[src/rtl/route_time_window_evaluator_unit_defines.svh]
// Assertion macros for the route time window evaluator.
// Used by the top level; the macros expect clk and rst_n in scope.
`ifndef ROUTE_TIME_WINDOW_EVALUATOR_UNIT_DEFINES_SVH
`define ROUTE_TIME_WINDOW_EVALUATOR_UNIT_DEFINES_SVH

// Same-cycle implication, disabled while in reset.
`define RTWE_ASSERT_IMPL(name, pre, post) \
  name: assert property (@(posedge clk) disable iff (!rst_n) (pre) |-> (post)) \
    else $error("route evaluator assertion failed");

// Next-cycle implication, disabled while in reset.
`define RTWE_ASSERT_NEXT(name, pre, post) \
  name: assert property (@(posedge clk) disable iff (!rst_n) (pre) |=> (post)) \
    else $error("route evaluator assertion failed");

`endif

[src/rtl/rtwe_pkg.sv]
// Shared types and codes for the route time window evaluator.
// No dependencies; imported by all modules of the block.
package rtwe_pkg;

  typedef enum logic [1:0] {
    FAIL_NONE     = 2'd0,
    FAIL_DURATION = 2'd1,
    FAIL_WINDOW   = 2'd2,
    FAIL_CAPACITY = 2'd3
  } fail_t;

  localparam int CFG_IDX_W = 2;

  localparam logic [CFG_IDX_W-1:0] CFG_DEPOT_OPEN       = 2'd0;
  localparam logic [CFG_IDX_W-1:0] CFG_DEPOT_CLOSE      = 2'd1;
  localparam logic [CFG_IDX_W-1:0] CFG_MAX_DURATION     = 2'd2;
  localparam logic [CFG_IDX_W-1:0] CFG_VEHICLE_CAPACITY = 2'd3;

  // Outcome of one leg, including a failure latched on an earlier leg.
  typedef struct packed {
    logic  ok;
    fail_t reason;
  } leg_status_t;

endpackage

[src/rtl/route_time_window_evaluator_unit.sv]
// Route time window evaluator: takes the legs of a vehicle route one transfer per
// clock and returns one result per route on the leg marked tlast. Each leg goes
// through an input register, one pass of leg evaluation (adds, compares, selects)
// into the route state and the result register, so a new leg is accepted every
// cycle. Only a last leg waits, and only while the previous result sits unread
// in the result register. Configuration writes are always accepted.
`include "route_time_window_evaluator_unit_defines.svh"

module route_time_window_evaluator_unit #(
  parameter int TIME_BITS = 24,
  parameter int LOAD_BITS = 16,
  localparam int InW       = 4 * TIME_BITS + LOAD_BITS,
  localparam int InTdataW  = ((InW + 7) / 8) * 8,
  localparam int OutW      = 5 * TIME_BITS + 2 + LOAD_BITS,
  localparam int OutTdataW = ((OutW + 7) / 8) * 8,
  localparam int CfgW      = (TIME_BITS > LOAD_BITS) ? TIME_BITS : LOAD_BITS
) (
  input  logic                           clk,
  input  logic                           rst_n,
  // leg_distance, prior_service, node_demand, window_open, window_close
  input  logic [InTdataW-1:0]            in_tdata,
  input  logic                           in_tlast,   // last_leg
  input  logic                           in_tvalid,
  output logic                           in_tready,
  // depot_earliest_start, depot_latest_start, route duration, route distance,
  // wait_total, peak_load
  output logic [OutTdataW-1:0]           out_tdata,
  output logic [2:0]                     out_tuser,  // feasible, fail_reason
  output logic                           out_tvalid,
  input  logic                           out_tready,
  input  logic                           cfg_valid,
  output logic                           cfg_ready,
  input  logic [rtwe_pkg::CFG_IDX_W-1:0] cfg_index,
  input  logic [CfgW-1:0]                cfg_wdata
);
  import rtwe_pkg::*;

  localparam int T = TIME_BITS;
  localparam int L = LOAD_BITS;

  // Configuration
  logic [T-1:0] depot_open;
  logic [T-1:0] depot_close;
  logic [T-1:0] max_duration;
  logic [L-1:0] vehicle_capacity;

  assign cfg_ready = 1'b1;

  rtwe_cfg_regs #(
    .TIME_BITS (TIME_BITS),
    .LOAD_BITS (LOAD_BITS),
    .CFG_W     (CfgW)
  ) u_cfg (
    .clk              (clk),
    .rst_n            (rst_n),
    .wr_en            (cfg_valid && cfg_ready),
    .wr_index         (cfg_index),
    .wr_data          (cfg_wdata),
    .depot_open       (depot_open),
    .depot_close      (depot_close),
    .max_duration     (max_duration),
    .vehicle_capacity (vehicle_capacity)
  );

  // Input register
  logic                s1_valid_r;
  logic                s1_valid_nxt;
  logic                s1_last_r;
  logic [T:0]          s1_time_r;
  logic [T-1:0]        s1_dist_r;
  logic signed [L-1:0] s1_demand_r;
  logic [T-1:0]        s1_wopen_r;
  logic [T-1:0]        s1_wclose_r;
  logic                in_xfer;
  logic                s1_adv;
  logic                out_free;

  assign out_free  = !out_tvalid || out_tready;
  assign s1_adv    = s1_valid_r && (!s1_last_r || out_free);
  assign in_tready = !s1_valid_r || s1_adv;
  assign in_xfer   = in_tvalid && in_tready;

  always_comb begin
    if (in_xfer) begin
      s1_valid_nxt = 1'b1;
    end else if (s1_adv) begin
      s1_valid_nxt = 1'b0;
    end else begin
      s1_valid_nxt = s1_valid_r;
    end
  end

  always_ff @(posedge clk) begin
    if (!rst_n) begin
      s1_valid_r <= 1'b0;
    end else begin
      s1_valid_r <= s1_valid_nxt;
    end
  end

  // Travel plus service is folded before the register.
  always_ff @(posedge clk) begin
    if (in_xfer) begin
      s1_last_r   <= in_tlast;
      s1_time_r   <= (T + 1)'(in_tdata[T-1:0]) + (T + 1)'(in_tdata[2*T-1:T]);
      s1_dist_r   <= in_tdata[T-1:0];
      s1_demand_r <= $signed(in_tdata[2*T+L-1:2*T]);
      s1_wopen_r  <= in_tdata[3*T+L-1:2*T+L];
      s1_wclose_r <= in_tdata[4*T+L-1:3*T+L];
    end
  end

  // Route state
  fail_t               fail_r;
  logic [T-1:0]        earliest_r;
  logic [T-1:0]        latest_r;
  logic [T-1:0]        duration_r;
  logic [T+1:0]        wait_r;
  logic [T-1:0]        distance_r;
  logic signed [L+1:0] load_r;
  logic [L-1:0]        peak_r;

  logic [T-1:0]        earliest_upd;
  logic [T-1:0]        latest_upd;
  logic [T-1:0]        duration_upd;
  logic [T+1:0]        wait_upd;
  logic [T-1:0]        distance_upd;
  logic signed [L+1:0] load_upd;
  logic [L-1:0]        peak_upd;
  leg_status_t         status;

  rtwe_leg_eval #(
    .TIME_BITS (TIME_BITS),
    .LOAD_BITS (LOAD_BITS)
  ) u_eval (
    .fail_in          (fail_r),
    .earliest         (earliest_r),
    .latest           (latest_r),
    .duration         (duration_r),
    .wait_acc         (wait_r),
    .distance         (distance_r),
    .load             (load_r),
    .peak             (peak_r),
    .leg_time         (s1_time_r),
    .leg_distance     (s1_dist_r),
    .node_demand      (s1_demand_r),
    .window_open      (s1_wopen_r),
    .window_close     (s1_wclose_r),
    .max_duration     (max_duration),
    .vehicle_capacity (vehicle_capacity),
    .earliest_upd     (earliest_upd),
    .latest_upd       (latest_upd),
    .duration_upd     (duration_upd),
    .wait_upd         (wait_upd),
    .distance_upd     (distance_upd),
    .load_upd         (load_upd),
    .peak_upd         (peak_upd),
    .status           (status)
  );

  always_ff @(posedge clk) begin
    if (!rst_n) begin
      fail_r     <= FAIL_NONE;
      earliest_r <= '0;
      latest_r   <= '1;
      duration_r <= '0;
      wait_r     <= '0;
      distance_r <= '0;
      load_r     <= '0;
      peak_r     <= '0;
    end else if (s1_adv) begin
      if (s1_last_r) begin
        // route done: reload depot values for the next route
        fail_r     <= FAIL_NONE;
        earliest_r <= depot_open;
        latest_r   <= depot_close;
        duration_r <= '0;
        wait_r     <= '0;
        distance_r <= '0;
        load_r     <= '0;
        peak_r     <= '0;
      end else begin
        fail_r <= status.reason;
        if (status.ok) begin
          earliest_r <= earliest_upd;
          latest_r   <= latest_upd;
          duration_r <= duration_upd;
          wait_r     <= wait_upd;
          distance_r <= distance_upd;
          load_r     <= load_upd;
          peak_r     <= peak_upd;
        end
      end
    end
  end

  // Result register
  logic         out_valid_r;
  logic         out_valid_nxt;
  logic         out_load;
  logic         out_feasible_r;
  fail_t        out_reason_r;
  logic [T:0]   out_est_r;
  logic [T:0]   out_lst_r;
  logic [T-1:0] out_dur_r;
  logic [T-1:0] out_dist_r;
  logic [T-1:0] out_wait_r;
  logic [L-1:0] out_peak_r;

  assign out_load = s1_adv && s1_last_r;

  always_comb begin
    if (out_load) begin
      out_valid_nxt = 1'b1;
    end else if (out_tready) begin
      out_valid_nxt = 1'b0;
    end else begin
      out_valid_nxt = out_valid_r;
    end
  end

  always_ff @(posedge clk) begin
    if (!rst_n) begin
      out_valid_r <= 1'b0;
    end else begin
      out_valid_r <= out_valid_nxt;
    end
  end

  always_ff @(posedge clk) begin
    if (out_load) begin
      out_reason_r <= status.reason;
      if (status.ok) begin
        out_feasible_r <= 1'b1;
        out_est_r      <= {1'b0, earliest_upd} - {1'b0, duration_upd};
        out_lst_r      <= {1'b0, latest_upd} - {1'b0, duration_upd};
        out_dur_r      <= duration_upd;
        out_dist_r     <= distance_upd;
        out_wait_r     <= (wait_upd[T+1:T] != 2'b00) ? '1 : wait_upd[T-1:0];
        out_peak_r     <= peak_upd;
      end else begin
        out_feasible_r <= 1'b0;
        out_est_r      <= '0;
        out_lst_r      <= '0;
        out_dur_r      <= '0;
        out_dist_r     <= '0;
        out_wait_r     <= '0;
        out_peak_r     <= '0;
      end
    end
  end

  assign out_tvalid = out_valid_r;
  assign out_tuser  = {out_reason_r, out_feasible_r};
  assign out_tdata  = OutTdataW'({out_peak_r, out_wait_r, out_dist_r, out_dur_r,
                                  out_lst_r, out_est_r});

  `RTWE_ASSERT_IMPL(a_feasible_matches_reason, out_tvalid, out_tuser[0] == (out_tuser[2:1] == FAIL_NONE))
  `RTWE_ASSERT_IMPL(a_failed_route_zero, out_tvalid && !out_tuser[0], out_tdata == '0)
  `RTWE_ASSERT_NEXT(a_route_restart, s1_adv && s1_last_r, (fail_r == FAIL_NONE) && (duration_r == '0))

endmodule

[src/rtl/rtwe_cfg_regs.sv]
// Configuration register file: depot window, duration limit, capacity.
// Depends on rtwe_pkg for register indexes.
module rtwe_cfg_regs #(
  parameter int TIME_BITS = 24,
  parameter int LOAD_BITS = 16,
  parameter int CFG_W     = 24
) (
  input  logic                           clk,
  input  logic                           rst_n,
  input  logic                           wr_en,
  input  logic [rtwe_pkg::CFG_IDX_W-1:0] wr_index,
  input  logic [CFG_W-1:0]               wr_data,
  output logic [TIME_BITS-1:0]           depot_open,
  output logic [TIME_BITS-1:0]           depot_close,
  output logic [TIME_BITS-1:0]           max_duration,
  output logic [LOAD_BITS-1:0]           vehicle_capacity
);
  import rtwe_pkg::*;

  logic [TIME_BITS-1:0] depot_open_r;
  logic [TIME_BITS-1:0] depot_close_r;
  logic [TIME_BITS-1:0] max_duration_r;
  logic [LOAD_BITS-1:0] capacity_r;

  always_ff @(posedge clk) begin
    if (!rst_n) begin
      depot_open_r   <= '0;
      depot_close_r  <= '1;
      max_duration_r <= '1;
      capacity_r     <= '1;
    end else if (wr_en) begin
      case (wr_index)
        CFG_DEPOT_OPEN:       depot_open_r   <= wr_data[TIME_BITS-1:0];
        CFG_DEPOT_CLOSE:      depot_close_r  <= wr_data[TIME_BITS-1:0];
        CFG_MAX_DURATION:     max_duration_r <= wr_data[TIME_BITS-1:0];
        CFG_VEHICLE_CAPACITY: capacity_r     <= wr_data[LOAD_BITS-1:0];
        default: begin
        end
      endcase
    end
  end

  assign depot_open       = depot_open_r;
  assign depot_close      = depot_close_r;
  assign max_duration     = max_duration_r;
  assign vehicle_capacity = capacity_r;

endmodule

[src/rtl/rtwe_leg_eval.sv]
// Combinational evaluation of one route leg against the running route state.
// Depends on rtwe_pkg for the failure codes and the leg status struct.
module rtwe_leg_eval #(
  parameter int TIME_BITS = 24,
  parameter int LOAD_BITS = 16
) (
  input  rtwe_pkg::fail_t              fail_in,
  input  logic [TIME_BITS-1:0]         earliest,
  input  logic [TIME_BITS-1:0]         latest,
  input  logic [TIME_BITS-1:0]         duration,
  input  logic [TIME_BITS+1:0]         wait_acc,
  input  logic [TIME_BITS-1:0]         distance,
  input  logic signed [LOAD_BITS+1:0]  load,
  input  logic [LOAD_BITS-1:0]         peak,
  input  logic [TIME_BITS:0]           leg_time,
  input  logic [TIME_BITS-1:0]         leg_distance,
  input  logic signed [LOAD_BITS-1:0]  node_demand,
  input  logic [TIME_BITS-1:0]         window_open,
  input  logic [TIME_BITS-1:0]         window_close,
  input  logic [TIME_BITS-1:0]         max_duration,
  input  logic [LOAD_BITS-1:0]         vehicle_capacity,
  output logic [TIME_BITS-1:0]         earliest_upd,
  output logic [TIME_BITS-1:0]         latest_upd,
  output logic [TIME_BITS-1:0]         duration_upd,
  output logic [TIME_BITS+1:0]         wait_upd,
  output logic [TIME_BITS-1:0]         distance_upd,
  output logic signed [LOAD_BITS+1:0]  load_upd,
  output logic [LOAD_BITS-1:0]         peak_upd,
  output rtwe_pkg::leg_status_t        status
);
  import rtwe_pkg::*;

  localparam int EW = TIME_BITS + 2;  // arrival sums
  localparam int DW = TIME_BITS + 3;  // signed duration / slack
  localparam int WW = TIME_BITS + 4;  // signed wait sum
  localparam int LW = LOAD_BITS + 3;  // signed load sum

  localparam logic [EW-1:0]        AccMax  = '1;
  localparam logic signed [LW-1:0] LoadMin = {2'b11, {(LOAD_BITS + 1){1'b0}}};

  logic [EW-1:0]        e_sum;
  logic [EW-1:0]        l_sum;
  logic                 win_fail;
  logic                 wait_br;
  logic signed [DW-1:0] delta;
  logic signed [DW-1:0] d_full;
  logic signed [WW-1:0] w_full;
  logic                 dur_fail;
  logic signed [LW-1:0] ld_sum;
  logic signed [LW-1:0] ld_clamp;
  logic                 cap_fail;
  logic [TIME_BITS:0]   dist_sum;
  fail_t                reason;

  assign e_sum    = EW'(earliest) + EW'(leg_time);
  assign l_sum    = EW'(latest) + EW'(leg_time);
  assign win_fail = e_sum > EW'(window_close);
  assign wait_br  = !win_fail && (l_sum < EW'(window_open));

  // Wait = open - earliest arrival; negative when the interval is inverted.
  assign delta = $signed(DW'(window_open)) - $signed(DW'(e_sum));

  // With waiting, travel time cancels: duration + open - earliest.
  assign d_full = wait_br
                ? $signed(DW'(duration)) + $signed(DW'(window_open)) - $signed(DW'(earliest))
                : $signed(DW'(duration)) + $signed(DW'(leg_time));

  assign dur_fail = d_full[DW-1] || (d_full > $signed(DW'(max_duration)));

  assign w_full = $signed(WW'(wait_acc)) + {{(WW - DW){delta[DW-1]}}, delta};

  always_comb begin
    if (!wait_br) begin
      wait_upd = wait_acc;
    end else if (w_full[WW-1] || (w_full > $signed(WW'(AccMax)))) begin
      wait_upd = AccMax;
    end else begin
      wait_upd = w_full[EW-1:0];
    end
  end

  always_comb begin
    if (wait_br) begin
      earliest_upd = window_open;
      latest_upd   = window_open;
    end else begin
      earliest_upd = (EW'(window_open) > e_sum) ? window_open : e_sum[TIME_BITS-1:0];
      latest_upd   = (EW'(window_close) < l_sum) ? window_close : l_sum[TIME_BITS-1:0];
    end
  end

  assign duration_upd = d_full[TIME_BITS-1:0];

  assign dist_sum     = (TIME_BITS + 1)'(distance) + (TIME_BITS + 1)'(leg_distance);
  assign distance_upd = dist_sum[TIME_BITS] ? '1 : dist_sum[TIME_BITS-1:0];

  assign ld_sum   = {load[LOAD_BITS+1], load} + {{3{node_demand[LOAD_BITS-1]}}, node_demand};
  assign ld_clamp = (ld_sum < LoadMin) ? LoadMin : ld_sum;
  assign cap_fail = ld_clamp > $signed(LW'(vehicle_capacity));
  assign load_upd = ld_clamp[LOAD_BITS+1:0];
  assign peak_upd = (ld_clamp > $signed(LW'(peak))) ? ld_clamp[LOAD_BITS-1:0] : peak;

  always_comb begin
    if (fail_in != FAIL_NONE) begin
      reason = fail_in;
    end else if (dur_fail) begin
      reason = FAIL_DURATION;
    end else if (win_fail) begin
      reason = FAIL_WINDOW;
    end else if (cap_fail) begin
      reason = FAIL_CAPACITY;
    end else begin
      reason = FAIL_NONE;
    end
  end

  assign status.ok     = (reason == FAIL_NONE);
  assign status.reason = reason;

endmodule

[config.mk]
export PLATFORM = sky130hd
export DESIGN_NAME = route_time_window_evaluator_unit
export DESIGN_NICKNAME = d
export VERILOG_FILES = /design/src/rtl/rtwe_pkg.sv /design/src/rtl/route_time_window_evaluator_unit.sv /design/src/rtl/rtwe_cfg_regs.sv /design/src/rtl/rtwe_leg_eval.sv
export VERILOG_INCLUDE_DIRS = /design/src /design/src/rtl
export SDC_FILE = /design/constraint.sdc
export NUM_CORES = 2
export LEC_CHECK = 0
export ABC_AREA = 0
export BUFFER_PORTS_ARGS = -buffer_cell sky130_fd_sc_hd__buf_2
export CORE_MARGIN = 8
export CORE_UTILIZATION = 55
export DETAILED_ROUTE_END_ITERATION = 10
export PLACE_DENSITY = 0.74
export REMOVE_ABC_BUFFERS = 1
export SYNTH_ARGS = -nofsm -noshare
export SYNTH_HDL_FRONTEND = slang
export SYNTH_SLANG_ARGS = --single-unit
[constraint.sdc]
create_clock -name clk -period 9.15 [get_ports clk]
set_input_delay 0.4575 -clock clk [delete_from_list [all_inputs] [get_ports clk]]
set_output_delay 0.4575 -clock clk [all_outputs]
set_load 0.01 [all_outputs]
==> results.md <==
* Status: finished clean
* Final min period at 8.83 ns
* CTS buffer count at 55
* # fillers at 5406
* Fmax at 113 MHz
* Prevailing post-synth register cell: edfxtp_1
* Period utilisation layout at 0.965
* Root Buffer: clkbuf_16
* Pint at 0.00561 W
* Final core utilization at 0.646
* Total GRT Usage at 0.310
* Post-synthesis cell area at 35800 um2
* First-pass GRT wire length at 181000 um
* Row cnt at 93
* Yosys top cell area share at 0.214
* Post-synth EDFFs at 255
* Net Sw Power at 0.00375 W
* Post-synth top cells: ha_1, nor2_1, nand2_1
* Initial drt markers at 3254
* WL/cell at 22.7 um
* Clock Path Buffers at 3
* Core area at 64500 um2
* Synth Area per Inst at 9.04 um2
* Final setup violation count at 0
* Worst slew pin tran at 1.22 ns
* PnR Total Power at 0.00937 W
* Synth warn at 0
* Slowest-stage cell, CP: or4_1
* Slowest stage delay, CP at 0.59 ns
* Synth cell types at 107
* Clock latency on the worst-skew pair at 0.66 ns
* Layout cells sized above 1 at 0.131
* PwrDens at 225 nW/um2
* Relative slew slack at 0.188
* CTS tree: built
* Clock share of power at 0.256
* Cells after synthesis at 3965
* Dpl ws at 0.267 ns
* Synth area leader: edfxtp_1
* Layout area overhead at 16.2%
* Via count at 32600
* Detailed Routing Iterations Pass 1 at 6
* Crit start category: flop
* Synth area leaders: edfxtp_1, ha_1, dfxtp_1
* Sink Count at 503
* Number of nets in the layout at 4936
* Critical path class: flop to flop
* Slew Viols, Final at 0
* Initial core utilization at 0.556
* Sequential Power Share at 0.281
* Seq/Total Area, Yosys at 0.352
* Residual DRC at 0
* Hold WC Path Type: primary input to flop
* P_leak at 18.4 nW
* Buffers & Inverters on Critical Path at 5
* Fin. Hold Viols at 0
* Die Wd at 271 um
* Net Sw Frac at 0.401
* Top-count cell post-synth: ha_1
* Vias per cell at 6.19
* Initial antenna violation count at 6
* Post-Route WL at 120000 um
* Die area at 73600 um2
* Max_cap viols at 0
* PnR worst setup slack at 0.320 ns
* Dpl hpwl at 92100 um
* H-tree levels at 2
* GP Congestion at 1.05
* Remaining antenna violation count after routing at 0
* Number of global-route vias before repair at 31200
* Crit path required time at 9.56 ns
* Setup Skew at 0.0389 ns
* Die H at 271 um
* Critical path arrival at 9.24 ns
* Comb power frac at 0.463
* Port bufs at 286
* Reg clk slew, reported paths at 0.06 ns
* Largest net degree at the start of global routing at 90
* Crit path max-delay family: compound AO/OA/AOI/OAI gates
* I/O pins at 294
* Fraction of registers with async set/reset at 0
* Crit Path Max Fanout at 67
* Final setup TNS at 0 ns
* Grt ovf at 0
* Max rail drop VDD at 0.165 mV
* Register bit total from synthesis at 503
* Setup crit end kind: flop
state kept, by name, indices dropped and copies added (netlist names), 24 cells and up:
register	flops
u_cfg.max_duration	24
out_est_r	25
earliest_r	24
latest_r	24
s1_wclose_r	24
s1_time_r	25
out_dur_r	24
s1_dist_r	24
u_cfg.depot_close	24
distance_r	24
s1_wopen_r	24
duration_r	24
out_wait_r	24
out_lst_r	25
out_dist_r	24
u_cfg.depot_open	24
wait_r	26
logic make-up (layout without fill, tap and decap cells):
kind of cell	count (synthesis)	count (layout)	synth area share
muxes	95	95	0.0271
adders and majority gates	423	423	0.150
and+or+nand+nor	1124	1124	0.147
DFF	503	503	0.352
xor gates and xnor gates	211	211	0.0516
AOI/OAI and AO/OA	1180	1180	0.223
other	2	8	0.000210
buffers and inverters	427	872	0.0492
path summary, 6_finish.rpt:
kind	startpoint	end	slack [ns]	depth (start not counted)
min reg2reg	u_cfg.depot_open[20]$_SDFFE_PN0P_	u_cfg.depot_open[20]$_SDFFE_PN0P_	0.45	2
min	in_tdata[9]	s1_dist_r[9]$_DFFE_PP_	0.03	1
max	s1_time_r[7]$_DFFE_PP_	out_est_r[2]$_SDFFCE_PN0P_	0.32	33
max reg2reg	s1_time_r[7]$_DFFE_PP_	out_est_r[2]$_SDFFCE_PN0P_	0.32	33
per-layer routing:
layer,share of wire,track usage
met1,0.40,0.401
met2,0.46,0.512
met3,0.086,0.0468
met4,0.050,0.141
met5,0.00041,0
stage by stage:
stage | instances | instance area [um2] | hold WS [ns]
CTS | 5269 | 41500 | 0.000204
floorplan | 3821 | 35100 | 0.430
detailed placement | 5086 | 38800 | 0.444
global placement | 5086 | 38800 | 0.439
finish | 5271 | 41600 | 0.0299
global route | 5270 | 41600 | 0.0163
power groups by stage:
stage | clock network [W] | registers (W) | logic, W
final | 0.00240 | 0.00263 | 0.00434
after CTS | 0.00241 | 0.00263 | 0.00422
after global placement | 0 | 0.00267 | 0.00412
after floorplan | 0 | 0.00264 | 0.00280
after detailed placement | 0 | 0.00267 | 0.00417
after global routing | 0.00250 | 0.00264 | 0.00471
cell usage in the layout (no fill, tap or decap), types with 69 or more instances in the layout:
cell type,count
edfxtp_1,255
dfxtp_1,248
xnor2_1,142
inv_1,275
nor2_1,344
o211ai_1,74
nand2_1,332
ha_1,411
dlygate4sd3_1,80
buf_4,111
mux2i_1,89
xor2_1,69
buf_2,285
a21oi_1,311
o21ai_0,195
nor3_1,77
a21o_1,92
o21a_1,69
nand3_1,82
what timing repair did:
| action | CTS | global route |
|---|---|---|
| resized for setup | 0 | 21 |
| hold buffers | 80 | 0 |
| endpoints found under the hold margin | 80 | 0 |
| buffers inserted | 0 | 1 |
| setup endpoints to repair | 0 | 282 |
layout make-up:
type,count,area (um2),area share
Clock inverter,36,462,0.0111
Antenna cell,1,2.50,0.0000601
Timing Repair Buffer,491,3340,0.0803
Inverter,278,1050,0.0252
Tap cell,855,1070,0.0257
Multi-Input combinational cell,3040,21600,0.519
Sequential cell,503,12600,0.303
Clock buffer,67,1460,0.0352
(Power assumes the default switching activity.)
